File: src/sv/amtw_pkg.sv
// Shared types and codes for the MMU table walk unit.
`timescale 1ns / 1ps

package amtw_pkg;

    localparam int unsigned CfgAddrWidth = 3;
    localparam int unsigned CfgDataWidth = 32;

    typedef enum logic [0:0] {
        FUNC_REQUEST = 1'b0,
        FUNC_REPLY   = 1'b1
    } func_t;

    typedef enum logic [1:0] {
        KIND_FETCH = 2'd0,
        KIND_READ  = 2'd1,
        KIND_WRITE = 2'd2,
        KIND_OTHER = 2'd3
    } access_kind_t;

    typedef enum logic [0:0] {
        OUT_DESC_READ = 1'b0,
        OUT_DONE      = 1'b1
    } out_kind_t;

    typedef enum logic [1:0] {
        OUTCOME_OK          = 2'd0,
        OUTCOME_FAULT       = 2'd1,
        OUTCOME_UNSUPPORTED = 2'd2,
        OUTCOME_STRAY       = 2'd3
    } outcome_t;

    typedef enum logic [3:0] {
        FS_NONE             = 4'd0,
        FS_SECTION_XLATE    = 4'd5,
        FS_PAGE_XLATE       = 4'd7,
        FS_SECTION_PERM     = 4'd13,
        FS_PAGE_PERM        = 4'd15
    } fault_status_t;

    localparam logic [1:0] DESC_FAULT   = 2'd0;
    localparam logic [1:0] DESC_COARSE  = 2'd1;
    localparam logic [1:0] DESC_SECTION = 2'd2;
    localparam logic [1:0] DESC_SMALL   = 2'd2;

    localparam logic [0:0] REG_MMU_ENABLE = 1'b0;
    localparam logic [0:0] REG_TABLE_BASE = 1'b1;

    localparam logic [11:0] FSR_WRITE_FLAG = 12'h800;

    typedef struct packed {
        logic        func;
        logic [31:0] virt_addr;
        logic [1:0]  access_kind;
        logic        supervisor;
        logic [31:0] descriptor;
    } req_t;

    typedef struct packed {
        logic        out_kind;
        logic [31:0] address;
        logic [1:0]  outcome;
        logic [31:0] fault_address;
        logic [3:0]  fault_status;
        logic [3:0]  fault_domain;
        logic [11:0] fsr_value;
        logic        fsr_is_data;
    } rsp_t;

endpackage

File: src/sv/amtw_req_if.sv
// Request channel interface of the MMU table walk unit.
`timescale 1ns / 1ps

interface amtw_req_if;
    logic            valid;
    logic            ready;
    amtw_pkg::req_t  data;

    modport source (output valid, output data, input ready);
    modport sink   (input valid, input data, output ready);
endinterface

File: src/sv/amtw_rsp_if.sv
// Result channel interface of the MMU table walk unit.
`timescale 1ns / 1ps

interface amtw_rsp_if;
    logic            valid;
    logic            ready;
    amtw_pkg::rsp_t  data;

    modport source (output valid, output data, input ready);
    modport sink   (input valid, input data, output ready);
endinterface

File: src/sv/arm_mmu_table_walk_unit.sv
// Two-level page table walker: request decode, descriptor checks, result register.
// Latency: a result is valid in the cycle after its item's transfer.
// Throughput: one item per cycle; the single result register is refilled in the
// cycle it is taken, so input ready stays high unless a result waits unread.
// Reset: walk goes idle, mmu_enable and table_base clear, result register empties.
`timescale 1ns / 1ps

module arm_mmu_table_walk_unit (
    input  logic                                   clk,
    input  logic                                   rst_n,
    amtw_req_if.sink                               req,
    amtw_rsp_if.source                             rsp,
    input  logic                                   psel,
    input  logic                                   penable,
    input  logic                                   pwrite,
    input  logic [amtw_pkg::CfgAddrWidth-1:0]      paddr,
    input  logic [amtw_pkg::CfgDataWidth-1:0]      pwdata,
    output logic [amtw_pkg::CfgDataWidth-1:0]      prdata,
    output logic                                   pready
);
    import amtw_pkg::*;

    typedef enum logic [1:0] {
        WALK_IDLE = 2'd0,
        WALK_L1   = 2'd1,
        WALK_L2   = 2'd2
    } walk_state_t;

    walk_state_t  walk_reg, walk_next;
    logic         mmu_enable_reg;
    logic [31:0]  table_base_reg;
    logic [31:0]  vaddr_reg, vaddr_next;
    logic [1:0]   kind_reg, kind_next;
    logic         priv_reg, priv_next;
    logic [3:0]   domain_reg, domain_next;
    logic         rsp_valid_reg;
    rsp_t         rsp_reg, rsp_next;

    logic         accept;
    logic         cfg_write;
    logic [1:0]   desc_type;
    logic [3:0]   desc_domain;
    logic [1:0]   page_ap;

    function automatic logic ap_allows(logic [1:0] kind, logic priv, logic [1:0] ap);
        logic ok;
        case (ap)
            2'd0:    ok = 1'b0;
            2'd1:    ok = priv;
            2'd2:    ok = priv || (kind != KIND_WRITE);
            default: ok = 1'b1;
        endcase
        return ok;
    endfunction

    function automatic rsp_t make_fault(logic [31:0] va, logic [1:0] kind,
                                        fault_status_t status, logic [3:0] dom);
        rsp_t r;
        r               = '0;
        r.out_kind      = OUT_DONE;
        r.outcome       = OUTCOME_FAULT;
        r.fault_address = va;
        r.fault_status  = status;
        r.fault_domain  = dom;
        r.fsr_value     = {8'd0, status};
        if (kind != KIND_FETCH)
        begin
            r.fsr_value   = r.fsr_value | {4'd0, dom, 4'd0};
            r.fsr_is_data = 1'b1;
        end
        if (kind == KIND_WRITE)
        begin
            r.fsr_value = r.fsr_value | FSR_WRITE_FLAG;
        end
        return r;
    endfunction

    assign accept    = req.valid && req.ready;
    assign req.ready = !rsp_valid_reg || rsp.ready;
    assign rsp.valid = rsp_valid_reg;
    assign rsp.data  = rsp_reg;

    assign pready    = 1'b1;
    assign cfg_write = psel && penable && pwrite;
    assign prdata    = (paddr[2] == REG_TABLE_BASE) ? table_base_reg
                                                     : {31'd0, mmu_enable_reg};

    assign desc_type   = req.data.descriptor[1:0];
    assign desc_domain = req.data.descriptor[8:5];

    always_comb
    begin
        case (vaddr_reg[11:10])
            2'd0:    page_ap = req.data.descriptor[5:4];
            2'd1:    page_ap = req.data.descriptor[7:6];
            2'd2:    page_ap = req.data.descriptor[9:8];
            default: page_ap = req.data.descriptor[11:10];
        endcase
    end

    always_comb
    begin
        walk_next   = walk_reg;
        vaddr_next  = vaddr_reg;
        kind_next   = kind_reg;
        priv_next   = priv_reg;
        domain_next = domain_reg;
        rsp_next    = '0;
        rsp_next.out_kind = OUT_DONE;

        if (req.data.func == FUNC_REQUEST)
        begin
            vaddr_next  = req.data.virt_addr;
            kind_next   = req.data.access_kind;
            priv_next   = req.data.supervisor;
            domain_next = 4'd0;
            if (!mmu_enable_reg)
            begin
                walk_next        = WALK_IDLE;
                rsp_next.address = req.data.virt_addr;
            end
            else
            begin
                walk_next         = WALK_L1;
                rsp_next.out_kind = OUT_DESC_READ;
                rsp_next.address  = table_base_reg
                                    + {18'd0, req.data.virt_addr[31:20], 2'b00};
            end
        end
        else
        begin
            case (walk_reg)
                WALK_L1:
                begin
                    domain_next = desc_domain;
                    walk_next   = WALK_IDLE;
                    case (desc_type)
                        DESC_FAULT:
                            rsp_next = make_fault(vaddr_reg, kind_reg,
                                                  FS_SECTION_XLATE, desc_domain);
                        DESC_COARSE:
                        begin
                            walk_next         = WALK_L2;
                            rsp_next.out_kind = OUT_DESC_READ;
                            rsp_next.address  = {req.data.descriptor[31:10], 10'd0}
                                                + {22'd0, vaddr_reg[19:12], 2'b00};
                        end
                        DESC_SECTION:
                        begin
                            if (!ap_allows(kind_reg, priv_reg, req.data.descriptor[11:10]))
                                rsp_next = make_fault(vaddr_reg, kind_reg,
                                                      FS_SECTION_PERM, desc_domain);
                            else
                                rsp_next.address = {req.data.descriptor[31:20],
                                                    vaddr_reg[19:0]};
                        end
                        default:
                            rsp_next.outcome = OUTCOME_UNSUPPORTED;
                    endcase
                end
                WALK_L2:
                begin
                    walk_next = WALK_IDLE;
                    if (desc_type == DESC_FAULT)
                        rsp_next = make_fault(vaddr_reg, kind_reg,
                                              FS_PAGE_XLATE, domain_reg);
                    else if (desc_type == DESC_SMALL)
                    begin
                        if (!ap_allows(kind_reg, priv_reg, page_ap))
                            rsp_next = make_fault(vaddr_reg, kind_reg,
                                                  FS_PAGE_PERM, domain_reg);
                        else
                            rsp_next.address = {req.data.descriptor[31:12],
                                                vaddr_reg[11:0]};
                    end
                    else
                        rsp_next.outcome = OUTCOME_UNSUPPORTED;
                end
                default:
                begin
                    walk_next        = WALK_IDLE;
                    rsp_next.outcome = OUTCOME_STRAY;
                end
            endcase
        end
    end

    always_ff @(posedge clk or negedge rst_n)
    begin
        if (!rst_n)
        begin
            walk_reg       <= WALK_IDLE;
            mmu_enable_reg <= 1'b0;
            table_base_reg <= '0;
            vaddr_reg      <= '0;
            kind_reg       <= '0;
            priv_reg       <= 1'b0;
            domain_reg     <= '0;
            rsp_valid_reg  <= 1'b0;
        end
        else
        begin
            if (cfg_write)
            begin
                if (paddr[2] == REG_MMU_ENABLE)
                    mmu_enable_reg <= pwdata[0];
                else
                    table_base_reg <= pwdata;
            end
            if (accept)
            begin
                walk_reg      <= walk_next;
                vaddr_reg     <= vaddr_next;
                kind_reg      <= kind_next;
                priv_reg      <= priv_next;
                domain_reg    <= domain_next;
                rsp_valid_reg <= 1'b1;
            end
            else if (rsp.ready)
            begin
                rsp_valid_reg <= 1'b0;
            end
        end
    end

    always_ff @(posedge clk)
    begin
        if (accept)
            rsp_reg <= rsp_next;
    end

`ifndef SYNTHESIS
    a_desc_read_walking: assert property (@(posedge clk) disable iff (!rst_n)
        rsp_valid_reg && (rsp_reg.out_kind == OUT_DESC_READ) |-> (walk_reg != WALK_IDLE))
        else $error("descriptor read shown while walk is idle");

    a_fault_status_code: assert property (@(posedge clk) disable iff (!rst_n)
        rsp_valid_reg && (rsp_reg.outcome == OUTCOME_FAULT) |->
            ((rsp_reg.fault_status == FS_SECTION_XLATE)
             || (rsp_reg.fault_status == FS_PAGE_XLATE)
             || (rsp_reg.fault_status == FS_SECTION_PERM)
             || (rsp_reg.fault_status == FS_PAGE_PERM)) && (walk_reg == WALK_IDLE))
        else $error("fault with bad status or walk left open");

    a_no_fault_fields: assert property (@(posedge clk) disable iff (!rst_n)
        rsp_valid_reg && (rsp_reg.outcome != OUTCOME_FAULT) |->
            (rsp_reg.fsr_value == 12'd0) && (rsp_reg.fault_status == 4'd0)
            && (rsp_reg.fsr_is_data == 1'b0))
        else $error("fault fields set without a fault");

    a_stray_reply: assert property (@(posedge clk) disable iff (!rst_n)
        accept && (req.data.func == FUNC_REPLY) && (walk_reg == WALK_IDLE) |=>
            rsp_valid_reg && (rsp_reg.outcome == OUTCOME_STRAY))
        else $error("reply while idle not flagged");
`endif

endmodule
File: src/flat_wrapper.sv
// flat-port wrapper written by rule: the top's interface ports become plain ports
module arm_mmu_table_walk_unit_flat import amtw_pkg::*;
  (clk, rst_n, psel, penable, pwrite, paddr, pwdata, prdata, pready, req_valid, req_data, req_ready, rsp_valid, rsp_data, rsp_ready);
  amtw_req_if req_i ();
  amtw_rsp_if rsp_i ();
  input  logic clk;
  input  logic rst_n;
  input  logic psel;
  input  logic penable;
  input  logic pwrite;
  input  logic [amtw_pkg::CfgAddrWidth-1:0] paddr;
  input  logic [amtw_pkg::CfgDataWidth-1:0] pwdata;
  output logic [amtw_pkg::CfgDataWidth-1:0] prdata;
  output logic pready;
  input wire logic [$bits(req_i.valid)-1:0] req_valid;
  input wire logic [$bits(req_i.data)-1:0] req_data;
  output wire logic [$bits(req_i.ready)-1:0] req_ready;
  output wire logic [$bits(rsp_i.valid)-1:0] rsp_valid;
  output wire logic [$bits(rsp_i.data)-1:0] rsp_data;
  input wire logic [$bits(rsp_i.ready)-1:0] rsp_ready;
  assign req_i.valid = req_valid;
  assign req_i.data = req_data;
  assign req_ready = req_i.ready;
  assign rsp_valid = rsp_i.valid;
  assign rsp_data = rsp_i.data;
  assign rsp_i.ready = rsp_ready;
  arm_mmu_table_walk_unit u_core (.clk(clk), .rst_n(rst_n), .req(req_i), .rsp(rsp_i), .psel(psel), .penable(penable), .pwrite(pwrite), .paddr(paddr), .pwdata(pwdata), .prdata(prdata), .pready(pready));
endmodule
File: config.mk
export PLATFORM = sky130hd
export DESIGN_NAME = arm_mmu_table_walk_unit_flat
export DESIGN_NICKNAME = d
export VERILOG_FILES = /design/src/sv/amtw_pkg.sv /design/src/sv/amtw_req_if.sv /design/src/sv/amtw_rsp_if.sv /design/src/sv/arm_mmu_table_walk_unit.sv /design/src/flat_wrapper.sv
export SDC_FILE = /design/constraint.sdc
export NUM_CORES = 1
export LEC_CHECK = 0
export BUFFER_PORTS_ARGS = -buffer_cell sky130_fd_sc_hd__buf_2
export CAP_MARGIN = 25
export CELL_PAD_IN_SITES_DETAIL_PLACEMENT = 0
export CELL_PAD_IN_SITES_GLOBAL_PLACEMENT = 2
export CORE_MARGIN = 2
export CORE_UTILIZATION = 30
export DETAILED_ROUTE_END_ITERATION = 7
export HOLD_SLACK_MARGIN = 0.03
export MAX_ROUTING_LAYER = met4
export PLACE_DENSITY_LB_ADDON = 0.05
export SLEW_MARGIN = 15
export SYNTH_ARGS = -nofsm -noshare
export SYNTH_HDL_FRONTEND = slang
export SYNTH_SLANG_ARGS = --single-unit
File: constraint.sdc
create_clock -name clk -period 2.9 [get_ports clk]
set_input_delay 0.725 -clock clk [delete_from_list [all_inputs] [get_ports clk]]
set_output_delay 0.725 -clock clk [all_outputs]
set_load 0.1 [all_outputs]
Yosys cells after proc, flatten, opt, wreduce, memory -nomap -nowiden
Index checks and enable logic that the tools add are counted.
- bits in registers: 163
- bits in read-only memories: 0
- memories kept: 0
- bits in latches: 0
- word-level logic and storage cells: 93
- memory bits (writable): 0
- input port bits: 110
- shift operators: 0
- add/sub/neg operators: 2
- $mul: 0
- magnitude comparators: 0
- divide/modulo/power cells: 0
- bitwise operators: 2
- multiplexer cells: 44
- equality and inequality tests: 13
- reductions and logical operators: 16
- operator list (operator ; number):
    $pmux W53 S2 ; 2
    $mux W32 ; 5
    $pmux W33 S2 ; 2
    $mux W54 ; 2
    $mux W87 ; 1
    $mux W53 ; 1
    $mux W12 ; 4
    $mux W9 ; 4
    $mux W33 ; 1
    $add A32 B10 Y32 ; 1
    $add A32 B14 Y32 ; 1
    $eq A2 B2 Y1 const B ; 6
    $pmux W2 S3 ; 2
    $mux W1 ; 11
    $eq A2 B1 Y1 const B ; 5
    $logic_not A2 Y1 ; 4
    $mux W2 ; 4
    $mux W4 ; 2
    $reduce_and A2 Y1 ; 4
    $pmux W1 S3 ; 2
    $pmux W2 S2 ; 1
    $reduce_bool A2 Y1 ; 2
    $logic_and A1 B1 Y1 ; 3
    $logic_or A1 B1 Y1 ; 2
    4 further kinds ; 5

Depth between registers and ports, before layout
Gate-level depths: netlist (run 1).
- depth after elaboration: 13
- mapped depth: 10
- mapped depth without buffers: 9

Worst setup path after synthesis (run 1)
Ideal clock, no wire load.
- kind: register to register
- from: register u_core.rsp_valid_reg (netlist: u_core.rsp.valid)
- to: register u_core.domain_reg[0]
- arrival: 4.266 ns
- stages on the path, launching flop included: 6
- setup time: 0.122 ns
- period minus slack after synthesis: 4.388 ns
- setup slack: -1.488 ns
- cell sequence: dfrtp_1 > nand2b_1 > nand2_1 > inv_1 > o21ai_0 > a32o_1
- cells in the longest elaborated chain, start to end: 4
- ends and longest elaborated chain (element ; line ; source):
    from (decl) ; arm_mmu_table_walk_unit.sv:36 ; logic rsp_valid_reg;
    from (signal assigned) ; arm_mmu_table_walk_unit.sv:199 ; rsp_valid_reg <= 1'b0;
    from (signal assigned) ; arm_mmu_table_walk_unit.sv:217 ; rsp_valid_reg <= 1'b1;
    from (signal assigned) ; arm_mmu_table_walk_unit.sv:221 ; rsp_valid_reg <= 1'b0;
    $logic_not A1 Y1 ; arm_mmu_table_walk_unit.sv:79 ; assign req.ready = !rsp_valid_reg || rsp.ready;
    $logic_or A1 B1 Y1 ; arm_mmu_table_walk_unit.sv:79 ;
    net req_ready ; flat_wrapper.sv:17 ; output wire logic [$bits(req_i.ready)-1:0] req_ready;
    $logic_and A1 B1 Y1 ; arm_mmu_table_walk_unit.sv:78 ; assign accept = req.valid && req.ready;
    net u_core.accept ; arm_mmu_table_walk_unit.sv:39 ; logic accept;
    $reduce_and A2 Y1 (no line) ; - ;
    to (signal assigned) ; arm_mmu_table_walk_unit.sv:216 ; domain_reg <= domain_next;
    to (decl) ; arm_mmu_table_walk_unit.sv:35 ; logic [3:0] domain_reg, domain_next;
The timed path passes the listed nets, and every way through them passes these cells.
A chain may end at the register's enable or synchronous reset.

Worst setup path after layout (run 1)
- from: register u_core.vaddr_reg[10]
- to: register u_core.rsp_reg (netlist bit u_core.rsp.data[41]) (data pin)
- cells in the longest elaborated chain, start to end: 12
- elaborated cells on any way between the ends: 16
- ends and longest elaborated chain (element ; line ; source):
    from (decl) ; arm_mmu_table_walk_unit.sv:32 ; logic [31:0] vaddr_reg, vaddr_next;
    from (signal assigned) ; arm_mmu_table_walk_unit.sv:213 ; vaddr_reg <= vaddr_next;
    $eq A2 B2 Y1, or another cell as far along ; arm_mmu_table_walk_unit.sv:93 ; case (vaddr_reg[11:10])
    $pmux W2 S3 * ; arm_mmu_table_walk_unit.sv:93 ;
    $eq A2 B2 Y1, or another cell as far along ; arm_mmu_table_walk_unit.sv:47 ; case (ap)
    $pmux W1 S3 * ; arm_mmu_table_walk_unit.sv:47 ;
    $mux W1 * ; arm_mmu_table_walk_unit.sv:167 ; else if (desc_type == DESC_SMALL)
    $mux W1 * ; arm_mmu_table_walk_unit.sv:164 ; if (desc_type == DESC_FAULT)
    $mux W1 * ; arm_mmu_table_walk_unit.sv:132 ; case (walk_reg)
    $mux W1 * ; arm_mmu_table_walk_unit.sv:111 ; if (req.data.func == FUNC_REQUEST)
    $mux W54 * ; arm_mmu_table_walk_unit.sv:169 ; if (!ap_allows(kind_reg, priv_reg, page_ap))
    $mux W53 * ; arm_mmu_table_walk_unit.sv:167 ;
    $mux W87 * ; arm_mmu_table_walk_unit.sv:164 ;
    $pmux W53 S2 * ; arm_mmu_table_walk_unit.sv:132 ;
    to (signal assigned) ; arm_mmu_table_walk_unit.sv:229 ; rsp_reg <= rsp_next;
    to (decl) ; arm_mmu_table_walk_unit.sv:37 ; rsp_t rsp_reg, rsp_next;
Every way passes the cells marked *; elsewhere a longest branch is shown, timed or not. The select of a mux whose other input is x is not followed.

==> impl_results.md, run 1 <==
* Via count at 5916
* Syn_area_per_cell at 12.61 um^2
* Crit path max-delay family: simple AND/OR/NAND/NOR gates
* Post-synth EDFFs at 80
* GRT Total Usage at 19.04%
* Worst clock skew at 0.01524 ns
* Cell Rows at 58
* Post-DP HPWL at 18880 um
* Vias in the first global route at 6131
* Post-synth top area share at 30.98%
* Final period util at 94.50%
* Fin area at 0.01036 mm^2
* DRT antenna net count at 0
* Worst vdd ir at 0.2838 mV
* Placed cell area at 0.009753 mm^2
* Horiz. Die Dim at 164.8 um
* Setup violations, final at 0
* Hold Fails Final Rpt at 0
* Routability congestion estimate at 0.8469
* Max incr delay on CP at 0.71 ns
* Initial core utilization at 30.70%
* Lkg Pwr at 4.540 nW
* Clock sinks at 155
* Synth area leaders: edfxtp_1 31%, dfrtp_1 24%, mux2_2 9.9%
* CTS clk-pin slew, worst paths at 0.07 ns
* Crit-path cells: mux4_2 -> o21a_1 -> o22ai_2 -> a21oi_2 -> nor2_4 -> nor2_4 -> buf_12 -> nor2b_2
* Worst setup margin at 0.1594 ns
* Crit path launch type: flip-flop
* Cell mode on critical path: nor2_4
* Fill count at 2511
* Worst Path Class, Setup: reg -> reg
* Ys flop type: edfxtp_1
* Critical Path RT at 3.08 ns
* Fin Hold WS at 0.2834 ns
* Syn Std Cell Area at 0.007754 mm^2
* Routed WL per cell at 19.89 um
* Worst-margin pin slew at 0.9456 ns
* Root Driver: clkbuf_16
* Largest area contributor in the netlist: edfxtp_1
* Largest net degree at the start of global routing at 53
* Residual DRC at 0
* Grt total ovfl at 0
* RSZ-0062 raised after global routing: no
* Max Clock Freq at 364.9 MHz
* Final WL at 24730 um
* # H-tree levels at 4
* Mapped Cells at 615
* Drt initial violations at 364
* Share of cells above drive strength 1 at 48.35%
* Nets at 1027
* Max FO, Critical Path at 25
* Max FFs per register at 80
* Register area share after synthesis at 55.19%
* CTS Buf Count at 17
* Slew Limit Headroom at 36.81%
* Via-to-Cell Ratio at 4.759
* Max_cap viols at 0
* Power per cell area at 756.2 mW/mm^2
* Clock Path Buffers at 2
* Critical Path End Type: flip-flop
* CTS tree: yes
* Slowest CP cell: nor2_4
* Synth warn at 0
* Yosys cell types at 63
* Synthesis-stage register bit count at 155
* CP arrival at 2.92 ns
* PortBufs at 224
* Post-CTS sizing at 0
* Status: finished clean
* Cts-stage hold buffer count at 0
* I/O pin cnt at 233
* Die height at 164.8 um
* Drt pass-1 iters at 5
* R2R Path Start: u_core.vaddr_reg[10]
* Latest clock arrival within the worst-skew pair at 0.44 ns
* CP Buf/Inv Count at 1
* Minimum clock period at 2.741 ns
* Worst slack, placed at -0.2200 ns
* Start point of the critical path: u_core.vaddr_reg[10]
* Synth async-reset ratio at 48.39%
* Die ar. at 0.02715 mm^2
* Antenna violations before repair at 3
* Area Overhead vs Synth at 33.60%
* Setup Buffers After CTS at 0
* First-pass GRT wire length at 37030 um
* Hold Path Class: in -> async
* Core area at 0.02525 mm^2
* Max-slew violations at 0
[final cells by class]
class,instances,area (um^2),area share (%)
Timing Repair Buffer,294,1727,16.67
Clock buffer,17,425.4,4.107
Antenna cell,3,7.507,0.07247
Sequential cell,155,4280,41.32
Multi-Input combinational cell,415,3277,31.63
Clock inverter,15,172.7,1.667
Inverter,14,56.30,0.5435
Tap cell,330,412.9,3.986
[report_power, final]
part	switching, mW	internal [mW]	total [mW]
combinational	1.85	0.845	2.69
clock	1.08	1.16	2.25
sequential	0.249	2.64	2.89
[stage by stage]
stage,setup TNS [ns],utilization (%),power (mW),instances
2_1_floorplan,0,-,4.847,617
4_1_cts,0,40.99,7.918,1240
3_5_place_dp,-3.308,38.62,5.641,1208
3_3_place_gp,-3.118,38.62,5.614,1208
6_report,0,41.02,7.833,1243
5_1_grt,0,41.02,8.201,1243
[layer usage]
layer | GRT usage (%) | share of wire [%]
met2 | 30.22 | 48
met5 | - | 0
met4 | 4.348 | 1.2
met1 | 25.20 | 45
met3 | 3.943 | 5.5
[cells in the mapped netlist, types with 4 or more instances]
library cell  count
inv_1            14
a21o_1            6
xor2_1            8
dfrtp_1          75
and2_1           34
o21ai_0          24
a22oi_1          16
clkbuf_1         18
a221oi_1          4
nand2b_1          6
nand2_1          23
a221o_1           5
buf_4             9
o21a_1            4
a211oi_1          4
mux2_2           68
and2b_1           8
nor2b_2          25
nand4_1           7
a21oi_1          14
nor2_1           28
and3_1            4
ha_1             19
a22o_1            8
nand3_1          13
a222oi_1         10
nor3_1            6
o21ai_1           8
edfxtp_1         80
xnor2_1          14
[cell families after synthesis]
family	after synthesis	share of synthesized area, %
flip-flops	155	55.19
adder cells (fa/ha/maj)	20	3.324
other	2	0.09686
buffers and inverters	47	3.050
AND/OR/NAND/NOR	170	13.18
multiplexers	73	10.84
XOR/XNOR	22	2.485
AO/OA/AOI/OAI	126	11.83
[worst paths after layout]
| path | cells past startpoint | end | slack [ns] |
|---|---|---|---|
| setup / recovery | 8 | u_core.rsp.data[41] | 0.16 |
| hold / removal | 1 | u_core.table_base_reg[25] | 0.28 |
| setup reg to reg | 8 | u_core.rsp.data[41] | 0.16 |
| hold reg to reg | 1 | u_core.domain_reg[3] | 0.49 |
| max in group asynchronous | 2 | u_core.table_base_reg[2] | 1.91 |
| min in group clk | 1 | u_core.domain_reg[3] | 0.49 |
[placed cells by master (no fill, tap or decap), types with 5 or more instances in the layout]
cell type  count
o21ai_1        9
nor3_1         6
a22oi_1       16
edfxtp_1      80
o21ai_0       22
nor2_1        26
ha_1          19
buf_12         6
a22o_1         8
nand3_1       13
a221o_1        5
nand4_1        7
and2b_1        8
a21oi_1       14
xnor2_1       14
buf_2        222
dfrtp_1       74
clkbuf_16     17
mux2_2        68
nand2_1       22
a222oi_1      10
nor2b_2       25
a21o_1         6
buf_4         66
nand2b_1       5
xor2_1         8
inv_1         13
and2_1        34
inv_8          5
No activity file was read; power rests on OpenSTA's default activity.
==> inputs of run 2 (changes only) <==
- ABC_AREA: unset -> 1
- CORE_UTILIZATION: 30 -> 27
==> run 2 against run 1 <==
Against the previous run: setup slack better by 0.18 ns; wire length increased by 18%; largest power group is now combinational cells; critical path type is now in -> out; sequential power barely moved.
==> impl_results.md, run 2 <==
* Cell Rows at 64 (+10%)
* Area Overhead vs Synth at 33.88%
* Worst vdd ir at 0.3529 mV (+24%)
* CTS tree: yes
* Clock sinks at 155 (unchanged)
* Max FFs per register at 80 (unchanged)
* Worst clock skew at 0.01194 ns (-0.003298 ns)
* Critical Path RT at 2.17 ns (-0.91 ns)
* Largest area contributor in the netlist: edfxtp_1
* Max incr delay on CP at 0.58 ns (-0.13 ns)
* Clock Path Buffers at 2 (unchanged)
* Cts-stage hold buffer count at 0 (unchanged)
* Crit path launch type: input pin
* Grt total ovfl at 0 (unchanged)
* Yosys cell types at 40 (-37%)
* Worst Path Class, Setup: in -> out
* Internal power at 4.878 mW (+4.9%)
* Worst slack, placed at 0.001801 ns (+0.2218 ns)
* Root Driver: clkbuf_16
* Fin util at 36.59% (-4.4 points)
* PortBufs at 224 (unchanged)
* Die ar. at 0.03231 mm^2 (+19%)
* Slowest CP cell: buf_2
* Post-synth top area share at 28.81% (-2.2 points)
* Drt initial violations at 403 (+11%)
* Mapped Cells at 1007 (+64%)
* Nets at 1365 (+33%)
* Vias in the first global route at 7300 (+19%)
* Fill count at 3318 (+32%)
* Power per cell area at 743.3 mW/mm^2 (-1.7%)
* Horiz. Die Dim at 179.7 um (+9.1%)
* Max_cap viols at 0 (unchanged)
* Commonest cells after routing, fill and taps aside: 265 x nand2_1, 191 x buf_2, 144 x inv_1
* Setup violations, final at 0 (unchanged)
* GRT Total Usage at 19.07% (+0.030 points)
* Via-to-Cell Ratio at 4.367 (-8.3%)
* Latest clock arrival within the worst-skew pair at 0.43 ns (about the same)
* I/O pin cnt at 233 (unchanged)
* Residual DRC at 0 (unchanged)
* Routability congestion estimate at 0.8186 (-3.3%)
* Top-count cell post-synth: nand2_1
* Via count at 7179 (+21%)
* Max Clock Freq at 390.7 MHz (+7.1%)
* Top post-synthesis cells by count: 269 x nand2_1, 146 x inv_1, 81 x a21oi_1
* Syn_area_per_cell at 8.281 um^2 (-34%)
* Lkg Pwr at 5.576 nW (+23%)
* Max-slew violations at 0 (unchanged)
* Final TNS setup at 0 ns (unchanged)
* Max FO, Critical Path at 35 (+40%)
* Critical Path End Type: output port
* Clk pwr share at 29.3% (+0.6 points)
* Hold Fails Final Rpt at 0 (unchanged)
* Worst-margin pin slew at 0.8489 ns (-0.09670 ns)
* Largest net degree at the start of global routing at 76 (+43%)
* Post-CTS sizing at 0 (unchanged)
* Routed WL per cell at 17.75 um (-11%)
* CP arrival at 1.83 ns (-1.09 ns)
* Slew Limit Headroom at 42.88% (+6.1 points)
* Synth warn at 0 (unchanged)
* Core area at 0.03051 mm^2 (+21%)
* Comb pwr share at 36.1% (+1.7 points)
* Synthesis-stage register bit count at 155 (unchanged)
* Post-synth EDFFs at 80 (unchanged)
* Final period util at 88.27% (-6.2 points)
* Synth area leaders: edfxtp_1 29%, dfrtp_1 23%, nand2_1 12%
* Antenna violations before repair at 0 (-3)
* Setup Buffers After CTS at 0 (unchanged)
* Post-DP HPWL at 22440 um (+19%)
* CTS clk-pin slew, worst paths at 0.06 ns (about the same)
* Syn Std Cell Area at 0.008339 mm^2 (+7.6%)
* First-pass GRT wire length at 45100 um (+22%)
* Worst Reg-to-Reg Cells at 10 (+2)
* Share of cells above drive strength 1 at 28.53% (-20 points)
* Minimum clock period at 2.560 ns (-0.1808 ns)
* DRT antenna net count at 0 (unchanged)
* CTS Buf Count at 17 (unchanged)
* Hold Path Class: in -> async
* RSZ-0062 raised after global routing: no
* Drt pass-1 iters at 5 (unchanged)
* Crit-path cells: buf_2 -> nand2_1 -> o21ai_2 -> buf_12
* Worst setup margin at 0.3403 ns (+0.1808 ns)
* R2R Path Start: u_core.table_base_reg[9]
* NetSw at 3.421 mW (+7.5%)
* Register area share after synthesis at 51.31% (-3.9 points)
* Initial core utilization at 27.33% (-3.4 points)
* Reg power frac at 34.6% (-2.3 points)
* Start point of the critical path: paddr[2]
* Final WL at 29190 um (+18%)
* Most common cell after layout, fill and taps aside: nand2_1
* Antenna fix cells at 0 (-3)
* # H-tree levels at 4 (unchanged)
* Ys flop type: edfxtp_1
* Synth async-reset ratio at 48.39% (unchanged)
* Fin Hold WS at 0.2212 ns (-0.06225 ns)
* Die height at 179.7 um (+9.1%)
* Status: finished clean
* Sw frac at 41.22% (+0.58 points)
run 2: cell count changes in the layout (fill, tap and decap cells not counted), moves of 11 or more:
cell,change
nand2_1,+243
inv_1,+131
nand3_1,+66
a21oi_1,+63
mux2_2,-52
nor2_1,+51
buf_4,-45
and2_1,-33
buf_12,+32
buf_2,-31
nor2_2,+31
nor2b_2,-25
xnor2_1,-14
a22oi_1,-11
run 2: cell families after synthesis:
group / synth area share, %
other cells: 0.09006
mux: 2.161
fa+ha+maj: 3.091
simple gates: 25.67
flops: 51.31
buf+inv: 9.752
compound gates: 7.922
run 2: layer usage:
metal	track usage (%)	routed length [um]
met5	-	0
met4	4.715	381
met1	25.31	13880
met2	30.67	13960
met3	2.836	963
run 2: critical path, delay by kind of cell:
family	cells	cell delay [ns]
buf+inv	2	0.80
simple gates	1	0.13
compound gates	1	0.17
run 2: worst paths after layout:
kind / end / slack, ns
worst max-delay path: prdata[0] / 0.34
worst min-delay path: u_core.table_base_reg[29] / 0.22
worst max register to register: u_core.rsp.data[82] / 0.50
worst min register to register: u_core.vaddr_reg[31] / 0.52
max in group asynchronous: u_core.vaddr_reg[21] / 2.02
min in group clk: u_core.vaddr_reg[31] / 0.52
run 2: power by group through the flow:
| stage | clock network [mW] | logic (mW) | registers (mW) |
|---|---|---|---|
| 6_report | 2.43 | 3.00 | 2.87 |
| 5_1_grt | 2.59 | 3.24 | 2.92 |
| 4_1_cts | 2.50 | 3.04 | 2.88 |
| 3_5_place_dp | 0 | 3.03 | 2.92 |
| 3_3_place_gp | 0 | 3.03 | 2.92 |
| 2_1_floorplan | 0 | 1.48 | 3.52 |
run 2: area by class of cell:
cell class / count / area, um^2 / area share, %
clock inverters: 13 / 188.9 / 1.692
multi-input cells: 661 / 3319 / 29.73
inverters: 150 / 573.1 / 5.133
clock buffers: 19 / 432.9 / 3.878
well taps: 396 / 495.5 / 4.438
repair buffers: 250 / 1874 / 16.79
flip-flops and latches: 155 / 4280 / 38.34
run 2: per-stage QoR:
| step | std cells | instance area, um^2 | power (mW) |
|---|---|---|---|
| after floorplan | 1009 | 8437 | 4.997 |
| after global placement | 1612 | 10540 | 5.948 |
| after detailed placement | 1612 | 10540 | 5.951 |
| after CTS | 1644 | 11160 | 8.417 |
| after global routing | 1644 | 11160 | 8.749 |
| final | 1644 | 11160 | 8.299 |
==> inputs of run 3 (changes only) <==
- CTS_BUF_LIST: unset -> sky130_fd_sc_hd__clkbuf_8 sky130_fd_sc_hd__clkbuf_16
==> run 3 against run 2 <==
Against the previous run: critical endpoint unchanged; first-iteration DRC count down 2.5%; die area unchanged; sequential share of layout area unchanged; largest power group unchanged.
==> impl_results.md, run 3 (same netlist as run 2, synthesis figures left out) <==
* PortBufs at 224 (unchanged)
* Cts-stage hold buffer count at 0 (unchanged)
* Worst slack, placed at 0.001801 ns (unchanged)
* I/O pin cnt at 233 (unchanged)
* Crit-path cells: buf_2 -> nand2_1 -> o21ai_2 -> buf_12
* Critical Path End Type: output port
* Clock Path Buffers at 2 (unchanged)
* Critical Path RT at 2.17 ns (about the same)
* CTS tree: yes
* Worst clock skew at 0.01194 ns (+0.000004000 ns)
* Post-DP HPWL at 22440 um (unchanged)
* Antenna fix cells at 0 (unchanged)
* Worst setup margin at 0.3414 ns (+0.001173 ns)
* CTS Buf Count at 17 (unchanged)
* Lkg Pwr at 5.584 nW (+0.15%)
* CTS clk-pin slew, worst paths at 0.06 ns (about the same)
* Antenna violations before repair at 0 (unchanged)
* RSZ-0062 raised after global routing: no
* Hold Path Class: in -> async
* Die ar. at 0.03231 mm^2 (unchanged)
* Most common cell after layout, fill and taps aside: nand2_1
* Commonest cells after routing, fill and taps aside: 265 x nand2_1, 191 x buf_2, 146 x inv_1
* Minimum clock period at 2.559 ns (-0.001173 ns)
* Worst Path Class, Setup: in -> out
* Max Clock Freq at 390.8 MHz (about the same)
* Crit path launch type: input pin
* Power per cell area at 742.7 mW/mm^2 (about the same)
* Max incr delay on CP at 0.57 ns (about the same)
* Vias in the first global route at 7299 (-0.014%)
* # H-tree levels at 4 (unchanged)
* Via count at 7174 (-0.070%)
* DRT antenna net count at 0 (unchanged)
* Cell Rows at 64 (unchanged)
* Setup Buffers After CTS at 0 (unchanged)
* Drt initial violations at 393 (-2.5%)
* Final TNS setup at 0 ns (unchanged)
* Largest net degree at the start of global routing at 76 (unchanged)
* Slack of the worst reg-to-reg path at 0.51 ns (about the same)
* Residual DRC at 0 (unchanged)
* Post-CTS sizing at 0 (unchanged)
* Slew Limit Headroom at 42.88% (unchanged)
* Hold Fails Final Rpt at 0 (unchanged)
* Core area at 0.03051 mm^2 (unchanged)
* Cells after DPL at 1612 (unchanged)
* Clock sinks at 155 (unchanged)
* Fin area at 0.01116 mm^2 (unchanged)
* Max_cap viols at 0 (unchanged)
* Share of cells above drive strength 1 at 28.53% (unchanged)
* Max FFs per register at 80 (unchanged)
* Nets at 1365 (unchanged)
* Slowest CP cell: buf_2
* Via-to-Cell Ratio at 4.364 (about the same)
* Placed cell area at 0.01054 mm^2 (unchanged)
* Area Overhead vs Synth at 33.88% (unchanged)
* Final WL at 29180 um (about the same)
* Initial core utilization at 27.33% (unchanged)
* Worst-margin pin slew at 0.8489 ns (unchanged)
* Grt total ovfl at 0 (unchanged)
* GRT Total Usage at 19.07% (about the same)
* Setup violations, final at 0 (unchanged)
* Routed WL per cell at 17.75 um (about the same)
* Root Driver: clkbuf_16
* Status: finished clean
* Max-slew violations at 0 (unchanged)
* First-pass GRT wire length at 45110 um (about the same)
* Max FO, Critical Path at 35 (unchanged)
* Final period util at 88.23% (about the same)
* Latest clock arrival within the worst-skew pair at 0.43 ns (about the same)
* Horiz. Die Dim at 179.7 um (unchanged)
* Worst vdd ir at 0.3528 mV (about the same)
* Fin cells at 1644 (unchanged)
* Drt pass-1 iters at 5 (unchanged)
* Die height at 179.7 um (unchanged)
* CP arrival at 1.83 ns (about the same)
* Routability congestion estimate at 0.8186 (unchanged)
[run 3: cell type report]
cell class / instances / area [um^2]
well taps: 396 / 495.5
flip-flops and latches: 155 / 4280
inverters: 150 / 573.1
multi-input cells: 661 / 3319
clock buffers: 17 / 425.4
clock inverters: 15 / 196.4
fillers: 3318 / 19340
repair buffers: 250 / 1874
[run 3: power by group]
| part | switching [mW] | total, mW | internal (mW) |
|---|---|---|---|
| clock network | 0.977 | 2.42 | 1.45 |
| registers | 0.232 | 2.87 | 2.64 |
| logic | 2.21 | 3.00 | 0.787 |
[run 3: final timing paths]
kind	cells after the start	endpoint	startpoint
setup / recovery	4	prdata[0]	paddr[2]
hold / removal	1	u_core.table_base_reg[29]	rst_n
setup reg to reg	10	u_core.rsp.data[82]	u_core.table_base_reg[9]
hold reg to reg	2	u_core.vaddr_reg[31]	u_core.vaddr_reg[31]
max in group asynchronous	2	u_core.vaddr_reg[21]	rst_n
min in group clk	2	u_core.vaddr_reg[31]	u_core.vaddr_reg[31]
[run 3: layer usage]
metal	global-route usage (%)	wire length (um)	vias up
li1	-	-	3687
met1	25.32	13900	3294
met2	30.67	13950	174
met3	2.836	945	19
met4	4.715	381	0
met5	-	0	-
[run 3: stage by stage]
stage	hold WS [ns]	util, %	total power, mW
6_report	0.2213	36.59	8.292
5_1_grt	0.2278	36.59	8.744
4_1_cts	0.2195	36.59	8.411
3_5_place_dp	0.5046	34.56	5.951
3_3_place_gp	0.4941	34.56	5.948
2_1_floorplan	0.4294	-	4.997
[run 3: worst max-delay path: cells and delay by family]
family | cells | cell delay (ns)
compound gates | 1 | 0.17
buf+inv | 2 | 0.79
simple gates | 1 | 0.13
